$ cat src/rtl/core/mtm_pkg.sv
// ----------------------------------------------------------------------------
// mtm_pkg
// Shared types, constants and opcode classification for the execute unit.
// ----------------------------------------------------------------------------
`default_nettype none

package mtm_pkg;

   localparam int ADDR_BITS = 16;
   localparam int DATA_W    = 16;
   localparam int FUNC_W    = 6;
   localparam int KIND_W    = 2;
   localparam int SHIFT_LIM = 16;
   localparam logic [DATA_W-1:0] CHAR_MAX_CODE = 16'h00FF;
   localparam logic [FUNC_W-1:0] FUNC_LAST     = 6'd41;

   // console output kinds
   localparam logic [KIND_W-1:0] KIND_NONE = 2'd0;
   localparam logic [KIND_W-1:0] KIND_NUM  = 2'd1;
   localparam logic [KIND_W-1:0] KIND_CHAR = 2'd2;

   // opcode pairs, index is func >> 1
   localparam logic [4:0] PAIR_ADD  = 5'd0;
   localparam logic [4:0] PAIR_SUB  = 5'd1;
   localparam logic [4:0] PAIR_MUL  = 5'd2;
   localparam logic [4:0] PAIR_DIV  = 5'd3;
   localparam logic [4:0] PAIR_SHL  = 5'd4;
   localparam logic [4:0] PAIR_SHR  = 5'd5;
   localparam logic [4:0] PAIR_AND  = 5'd6;
   localparam logic [4:0] PAIR_OR   = 5'd7;
   localparam logic [4:0] PAIR_NOT  = 5'd8;
   localparam logic [4:0] PAIR_XOR  = 5'd9;
   localparam logic [4:0] PAIR_JMP  = 5'd10;
   localparam logic [4:0] PAIR_EQ   = 5'd11;
   localparam logic [4:0] PAIR_GT   = 5'd12;
   localparam logic [4:0] PAIR_GE   = 5'd13;
   localparam logic [4:0] PAIR_LT   = 5'd14;
   localparam logic [4:0] PAIR_LE   = 5'd15;
   localparam logic [4:0] PAIR_MOVE = 5'd16;
   localparam logic [4:0] PAIR_INW  = 5'd17;
   localparam logic [4:0] PAIR_INC  = 5'd18;
   localparam logic [4:0] PAIR_OUTN = 5'd19;
   localparam logic [4:0] PAIR_OUTC = 5'd20;

   typedef enum logic [4:0] {
      CLS_ADD, CLS_SUB, CLS_MUL, CLS_DIV, CLS_SHL, CLS_SHR, CLS_AND, CLS_OR,
      CLS_NOT, CLS_XOR, CLS_JMP, CLS_EQ, CLS_GT, CLS_GE, CLS_LT, CLS_LE,
      CLS_MOVE, CLS_IN, CLS_OUTN, CLS_OUTC, CLS_NOP
   } op_class_type;

   typedef struct packed {
      op_class_type      cls;
      logic              imm;
      logic [DATA_W-1:0] a1;
      logic [DATA_W-1:0] a2;
      logic [DATA_W-1:0] con;
   } item_type;

   typedef struct packed {
      logic pop;
      logic init_done;
   } back_ctl_type;

   function automatic op_class_type classify(input logic [FUNC_W-1:0] func);
      op_class_type cls;
      logic         imm;
      imm = func[0];
      cls = CLS_NOP;
      if (func <= FUNC_LAST) begin
         case (func[FUNC_W-1:1])
            PAIR_ADD:  cls = CLS_ADD;
            PAIR_SUB:  cls = CLS_SUB;
            PAIR_MUL:  cls = CLS_MUL;
            PAIR_DIV:  cls = CLS_DIV;
            PAIR_SHL:  cls = CLS_SHL;
            PAIR_SHR:  cls = CLS_SHR;
            PAIR_AND:  cls = CLS_AND;
            PAIR_OR:   cls = CLS_OR;
            PAIR_NOT:  cls = imm ? CLS_NOP : CLS_NOT;
            PAIR_XOR:  cls = CLS_XOR;
            PAIR_JMP:  cls = CLS_JMP;
            PAIR_EQ:   cls = CLS_EQ;
            PAIR_GT:   cls = CLS_GT;
            PAIR_GE:   cls = CLS_GE;
            PAIR_LT:   cls = CLS_LT;
            PAIR_LE:   cls = CLS_LE;
            PAIR_MOVE: cls = CLS_MOVE;
            PAIR_INW:  cls = imm ? CLS_NOP : CLS_IN;
            PAIR_INC:  cls = imm ? CLS_NOP : CLS_IN;
            PAIR_OUTN: cls = CLS_OUTN;
            PAIR_OUTC: cls = CLS_OUTC;
            default:   cls = CLS_NOP;
         endcase
      end
      return cls;
   endfunction

endpackage

`default_nettype wire

$ cat src/rtl/core/mtm_if.sv
// ----------------------------------------------------------------------------
// mtm channel interfaces
// Valid/ready channels for instruction items and result items.
// ----------------------------------------------------------------------------
`default_nettype none

interface mtm_req_if;
   logic                          valid;
   logic                          ready;
   logic [mtm_pkg::FUNC_W-1:0]    func;
   logic [mtm_pkg::DATA_W-1:0]    first_operand;
   logic [mtm_pkg::DATA_W-1:0]    second_operand;
   logic [mtm_pkg::DATA_W-1:0]    console_value;

   modport source (output valid, func, first_operand, second_operand, console_value,
                   input ready);
   modport sink (input valid, func, first_operand, second_operand, console_value,
                 output ready);
endinterface


`default_nettype wire

$ cat src/rtl/core/mtm_front.sv
// ----------------------------------------------------------------------------
// mtm_front
// Accepts instruction items, decodes the opcode class and queues them.
// ----------------------------------------------------------------------------
`default_nettype none

module mtm_front (
   input  wire logic                  clock,
   input  wire logic                  reset,
   mtm_req_if.sink                    req_ch,
   input  wire mtm_pkg::back_ctl_type ctl,
   output mtm_pkg::item_type          q_item,
   output logic                       q_valid
);

   mtm_pkg::item_type slot_ff [2];
   logic              wr_ptr_ff, wr_ptr_in;
   logic              rd_ptr_ff, rd_ptr_in;
   logic [1:0]        count_ff, count_in;
   logic              push;
   logic              pop;
   mtm_pkg::item_type new_item;

   always_comb begin
      new_item.cls  = mtm_pkg::classify(req_ch.func);
      new_item.imm  = req_ch.func[0];
      new_item.a1   = req_ch.first_operand;
      new_item.a2   = req_ch.second_operand;
      new_item.con  = req_ch.console_value;
   end

   // hold off items until the memory clearing pass is over
   assign req_ch.ready = ctl.init_done && (count_ff != 2'd2);
   assign push    = req_ch.valid && req_ch.ready;
   assign pop     = ctl.pop && (count_ff != 2'd0);
   assign q_valid = (count_ff != 2'd0);
   assign q_item  = slot_ff[rd_ptr_ff];

   always_comb begin
      wr_ptr_in = push ? ~wr_ptr_ff : wr_ptr_ff;
      rd_ptr_in = pop ? ~rd_ptr_ff : rd_ptr_ff;
      count_in  = count_ff + {1'b0, push} - {1'b0, pop};
   end

   always_ff @(posedge clock) begin
      if (reset) begin
         wr_ptr_ff <= 1'b0;
         rd_ptr_ff <= 1'b0;
         count_ff  <= 2'd0;
      end else begin
         wr_ptr_ff <= wr_ptr_in;
         rd_ptr_ff <= rd_ptr_in;
         count_ff  <= count_in;
      end
   end

   always_ff @(posedge clock) begin
      if (push) begin
         slot_ff[wr_ptr_ff] <= new_item;
      end
   end

endmodule

`default_nettype wire

$ cat src/flat_wrapper.sv
// flat-port wrapper written by rule: the top's interface ports become plain ports
module mtm_front_flat 
  (clock, reset, ctl, q_item, q_valid, req_ch_valid, req_ch_func, req_ch_first_operand, req_ch_second_operand, req_ch_console_value, req_ch_ready);
  mtm_req_if req_ch_i ();
  input  wire logic clock;
  input  wire logic reset;
  input  wire mtm_pkg::back_ctl_type ctl;
  output mtm_pkg::item_type q_item;
  output logic q_valid;
  input wire logic [$bits(req_ch_i.valid)-1:0] req_ch_valid;
  input wire logic [$bits(req_ch_i.func)-1:0] req_ch_func;
  input wire logic [$bits(req_ch_i.first_operand)-1:0] req_ch_first_operand;
  input wire logic [$bits(req_ch_i.second_operand)-1:0] req_ch_second_operand;
  input wire logic [$bits(req_ch_i.console_value)-1:0] req_ch_console_value;
  output wire logic [$bits(req_ch_i.ready)-1:0] req_ch_ready;
  assign req_ch_i.valid = req_ch_valid;
  assign req_ch_i.func = req_ch_func;
  assign req_ch_i.first_operand = req_ch_first_operand;
  assign req_ch_i.second_operand = req_ch_second_operand;
  assign req_ch_i.console_value = req_ch_console_value;
  assign req_ch_ready = req_ch_i.ready;
  mtm_front u_core (.clock(clock), .reset(reset), .req_ch(req_ch_i), .ctl(ctl), .q_item(q_item), .q_valid(q_valid));
endmodule
$ cat config.mk
export PLATFORM = sky130hd
export DESIGN_NAME = mtm_front_flat
export DESIGN_NICKNAME = d
export VERILOG_FILES = /design/src/rtl/core/mtm_pkg.sv /design/src/rtl/core/mtm_if.sv /design/src/rtl/core/mtm_front.sv /design/src/flat_wrapper.sv
export SDC_FILE = /design/constraint.sdc
export NUM_CORES = 1
export LEC_CHECK = 0
export ABC_AREA = 1
export CAP_MARGIN = 25
export CELL_PAD_IN_SITES_DETAIL_PLACEMENT = 0
export CELL_PAD_IN_SITES_GLOBAL_PLACEMENT = 1
export CORE_AREA = 10 10 107 109
export CTS_CLUSTER_DIAMETER = 40
export DETAILED_ROUTE_END_ITERATION = 10
export DIE_AREA = 0 0 117 119
export DONT_BUFFER_PORTS = 1
export HOLD_SLACK_MARGIN = 0.02
export MAX_ROUTING_LAYER = met4
export PLACE_DENSITY = 0.76
export SLEW_MARGIN = 5
export SYNTH_ARGS = -nofsm -noshare
export SYNTH_HDL_FRONTEND = slang
export SYNTH_SLANG_ARGS = --single-unit
$ cat constraint.sdc
create_clock -name clock -period 9.9 [get_ports clock]
set_input_delay 2.475 -clock clock [delete_from_list [all_inputs] [get_ports clock]]
set_output_delay 2.475 -clock clock [all_outputs]
set_load 0.02 [all_outputs]
Word level (Yosys, flattened, before mapping)
Memory sizes are Yosys's and may differ from the RTL's. A register that Yosys moved wholly into a read port is not among the register bits.
Cells that the tools add are included.
- output and inout port bits: 56
- register bits: 4
- input bits: 59
- memories kept: 1
- RAM bits: 108
- word-level logic and storage cells: 44
- order comparisons: 1
- equal/unequal tests: 21
- mux-type cells: 8
- reduce and logical (&&, ||, !) cells: 6
- add/sub/neg operators: 2
- bitwise logic cells: 2
- memory list (memory ; depth ; bits a word ; read ports ; clocked after memory_dff ; write ports ; RTL line ; RTL):
    u_core.slot_ff ; 2 ; 54 ; 1 ; 1 ; 1 ; mtm_front.sv:16 ; mtm_pkg::item_type slot_ff [2];
- operators by type and width (operator ; number):
    $pmux W5 S20 ; 1
    $eq A5 B4 Y1 const B ; 8
    $eq A5 B5 Y1 const B ; 5
    $eq A5 B3 Y1 const B ; 4
    $eq A5 B2 Y1 const B ; 2
    $mux W5 ; 2
    $le A6 B6 Y1 const B ; 1
    $eq A5 B1 Y1 const B ; 1
    $logic_not A5 Y1 ; 1
    $mux W1 ; 4
    $logic_and A1 B1 Y1 ; 3
    $mux W3 ; 1
    $add A2 B1 Y2 ; 1
    $ne A2 B2 Y1 const B ; 1
    $not A1 Y1 ; 2
    $reduce_bool A2 Y1 ; 1
    $reduce_or A2 Y1 ; 1
    $sub A2 B1 Y2 ; 1

Longest topological paths before layout
- word-level depth: 5
- gate-level depth with buffers: 11
- mapped depth without buffers: 11

Worst setup path before layout
OpenSTA, ideal clock, no wires.
- path kind: input-to-output
- start: input ctl[0] (netlist bit)
- end: output req_ch_ready
- stages on the path: 1
- setup slack: 4441 ps
- arrival time: 2984 ps
- buffers on the path: 0
- required time: 7425 ps
- path through: a21boi_0
- word-level cells in the longest chain between the ends: 1
- ends and longest elaborated chain (what ; RTL line ; RTL):
    start, declared ; flat_wrapper.sv:7 ; input wire mtm_pkg::back_ctl_type ctl;
    $logic_and A1 B1 Y1 ; mtm_front.sv:33 ; assign req_ch.ready = ctl.init_done && (count_ff != 2'd2);
    end, declared ; flat_wrapper.sv:15 ; output wire logic [$bits(req_ch_i.ready)-1:0] req_ch_ready;
No other way between the ends.

Worst setup path after layout
Same ends and word-level chain as after synthesis.

==> impl_metrics.json <==
{
  "layoutNonFillerInstCount": 377,
  "path_cells": "a21boi_0",
  "grt_pass1_wl_mm": 11.5,
  "portBuffers": 0,
  "place_congestion": 0.706,
  "cp_max_fo": 2,
  "timing.final.max_slew_violations": 0,
  "grt_overflow_total": 0,
  "ctsLongestPathBuffers": 2,
  "rrSetupSlack_ps": 7950,
  "die_h_um": 119,
  "fillers": 750,
  "maxCapViolCount": 0,
  "clockPowerShare_pct": 37.6,
  "rsz0062_at_grt": "false",
  "crit_type": "input pin to output port",
  "p_total_mw": 1.31,
  "drc": 0,
  "yosysUniqueCellTypes": 16,
  "dieWidth_um": 117,
  "grt_max_degree": 55,
  "clk_latency_ps": 490,
  "core_area_um2": 9460,
  "crit_buf_inv": 0,
  "power_density_nw_per_um2": 256,
  "endpoint_kind": "output port",
  "hpwl_mm": 5.19,
  "worstHoldPathType": "flip-flop to flip-flop",
  "ys_seq_elements": 113,
  "hold_buffers": 0,
  "ys.warnings.count": 0,
  "slew_headroom_pct": 33.0,
  "grt_pass1_vias": 2017,
  "track_usage_pct": 11.5,
  "h-tree-depth": 4,
  "die_area_um2": 13900,
  "cts_tree": "yes",
  "p_sw_share_pct": 26.7,
  "cts_setup_buffers": 0,
  "p_leak_nw": 1.84,
  "synthesis.instances": 236,
  "drt_iter0_drc": 146,
  "worst_ep_arrival_time_ps": 3020,
  "crit-reg2reg-launch": "u_core.count_ff[0]$_SDFF_PP0_",
  "setup_tns_ps": 0,
  "io_pins": 115,
  "cp-endpoint": "req_ch_ready",
  "status": "finished clean",
  "worstSetupPathDepth": 1,
  "worst_pin_slew_ps": 1010,
  "cts_resized": 0,
  "vias_per_cell": 5.07,
  "cp.required_ps": 7430,
  "cts_made_buffers": 17,
  "multi_input_comb_area_um2": 1040,
  "nets": 312,
  "antenna_found_initial": 0,
  "r2r-end": "u_core.slot_ff[1][0]$_DFFE_PP_",
  "min_from": "u_core.rd_ptr_ff$_SDFFE_PP0P_",
  "skew_ps": 7.42,
  "start_util_pct": 47.9,
  "postSynthAreaPerCell_um2": 19.2,
  "first_pass_iters": 4,
  "syn_nets": 297,
  "peakVddDrop_uv": 126,
  "vias": 1910,
  "crit_start": "ctl[0]",
  "n_antenna_cell": 0,
  "final-setup-viol-count": 0,
  "area_delta_synth_final_pct": 12.3,
  "p_int_mw": 0.957,
  "whs_ps": 507,
  "clock_sinks": 113,
  "rows": 36,
  "avgRoutedWirePerCell_um": 20.6,
  "post_route_cells_drive_above_1_share_pct": 33.8,
  "ant_nets": 0,
  "seqCellArea_um2": 3350,
  "fin_crit_ps": 5490,
  "clk_pin_slew_ps": 50,
  "critPathSlowestCell": "a21boi_0",
  "fin_ws_ps": 4410,
  "cts-root-buf": "clkbuf_8",
  "power_switching_mw": 0.348,
  "worst_r2r_path_depth": 5,
  "seq_area_frac_synth_pct": 73.7,
  "startpoint_type": "input pin",
  "fmax_mhz": 182,
  "pwr-share-seq_pct": 46.1,
  "critPathTopFamily": "compound AO/OA/AOI/OAI gates",
  "max_stage_delay_ps": 540,
  "synth.cell_area_um2": 4530,
  "period_share_pct": 55.5,
  "combPwrFrac_pct": 16.3,
  "hold_viol_final": 0,
  "dp.cells": 346,
  "place_ws_ps": 4400,
  "wl_mm": 7.75
}
## routing by layer
metal	vias to the layer above	wire, um	GRT usage (%)
li1	906	-	-
met1	911	2800	11.8
met3	6	1110	8.03
met5	-	0	-
met2	87	3800	16.8
met4	0	39	4.17
## flip-flops by register name, indices dropped and copies added (netlist names), named ones only
signal / cells
u_core.slot_ff: 108
u_core.rd_ptr_ff: 1
u_core.wr_ptr_ff: 1
u_core.count_ff: 2
## stage by stage
stage	utilization [%]	instance area [um2]
finish	53.8	5090
global placement	48.6	4600
CTS	53.8	5090
global route	53.8	5090
floorplan	-	4530
detailed placement	48.6	4600
## layout make-up
type	instances	area share, %
inverter	15	1.11
clock buffer	18	8.21
timing repair buffer	2	0.295
clock inverter	13	1.45
multi-input combinational	102	20.4
sequential	113	65.7
tap	114	2.80
## cell usage after synthesis
cell type / count / share of area [%]
edfxtp_1: 108 / 72
mux2_4: 50 / 17
nor2_1: 17 / 1.4
nand2_1: 16 / 1.3
inv_1: 15 / 1.2
buf_12: 5 / 2.2
dfxtp_1: 5 / 2.2
nand3_1: 5 / 0.55
mux2_2: 4 / 0.99
a21boi_0: 2 / 0.33
a21oi_1: 2 / 0.22
ha_1: 2 / 0.55
o21ai_0: 2 / 0.22
buf_6: 1 / 0.25
nor3_2: 1 / 0.22
xnor2_1: 1 / 0.19
## power groups by stage
stage / sequential (mW) / combinational, mW / clock [mW]
finish: 0.602 / 0.213 / 0.490
global route: 0.609 / 0.228 / 0.529
CTS: 0.604 / 0.219 / 0.505
detailed placement: 0.614 / 0.219 / 0
global placement: 0.612 / 0.217 / 0
floorplan: 0.580 / 0.239 / 0
## cells in the final DEF, fill, tap and decap left out
master,synthesis,routed
nand2_1,16,16
clkinv_2,0,8
nor2_4,0,2
clkinvlp_4,0,4
nand3_1,5,5
o21ai_0,2,2
ha_1,2,2
nor2_1,17,15
buf_4,0,2
dfxtp_1,5,4
nor3_2,1,1
clkbuf_8,0,1
clkinv_1,0,1
xnor2_1,1,1
edfxtp_1,108,108
clkbuf_1,0,1
clkbuf_16,0,16
dfxtp_4,0,1
a21oi_1,2,2
inv_1,15,15
a21boi_0,2,2
mux2_2,4,4
mux2_4,50,50
## kinds of logic after synthesis
kind of cell	after synthesis	share of synthesized area, %
muxes	54	17.5
buffers and inverters	21	3.70
xor gates and xnor gates	1	0.193
AOI/OAI and AO/OA	6	0.773
and+or+nand+nor	39	3.50
adders and majority gates	2	0.552
DFF	113	73.7
## worst min-delay path by stage
stage / endpoint / cells past startpoint
global placement: u_core.rd_ptr_ff$_SDFFE_PP0P_ / 2
floorplan: flip-flop / 2
CTS: flip-flop / 2
global route: flip-flop / 2
detailed placement: flip-flop / 2
finish: flip-flop / 2
No activity file was read; power rests on OpenSTA's default activity.
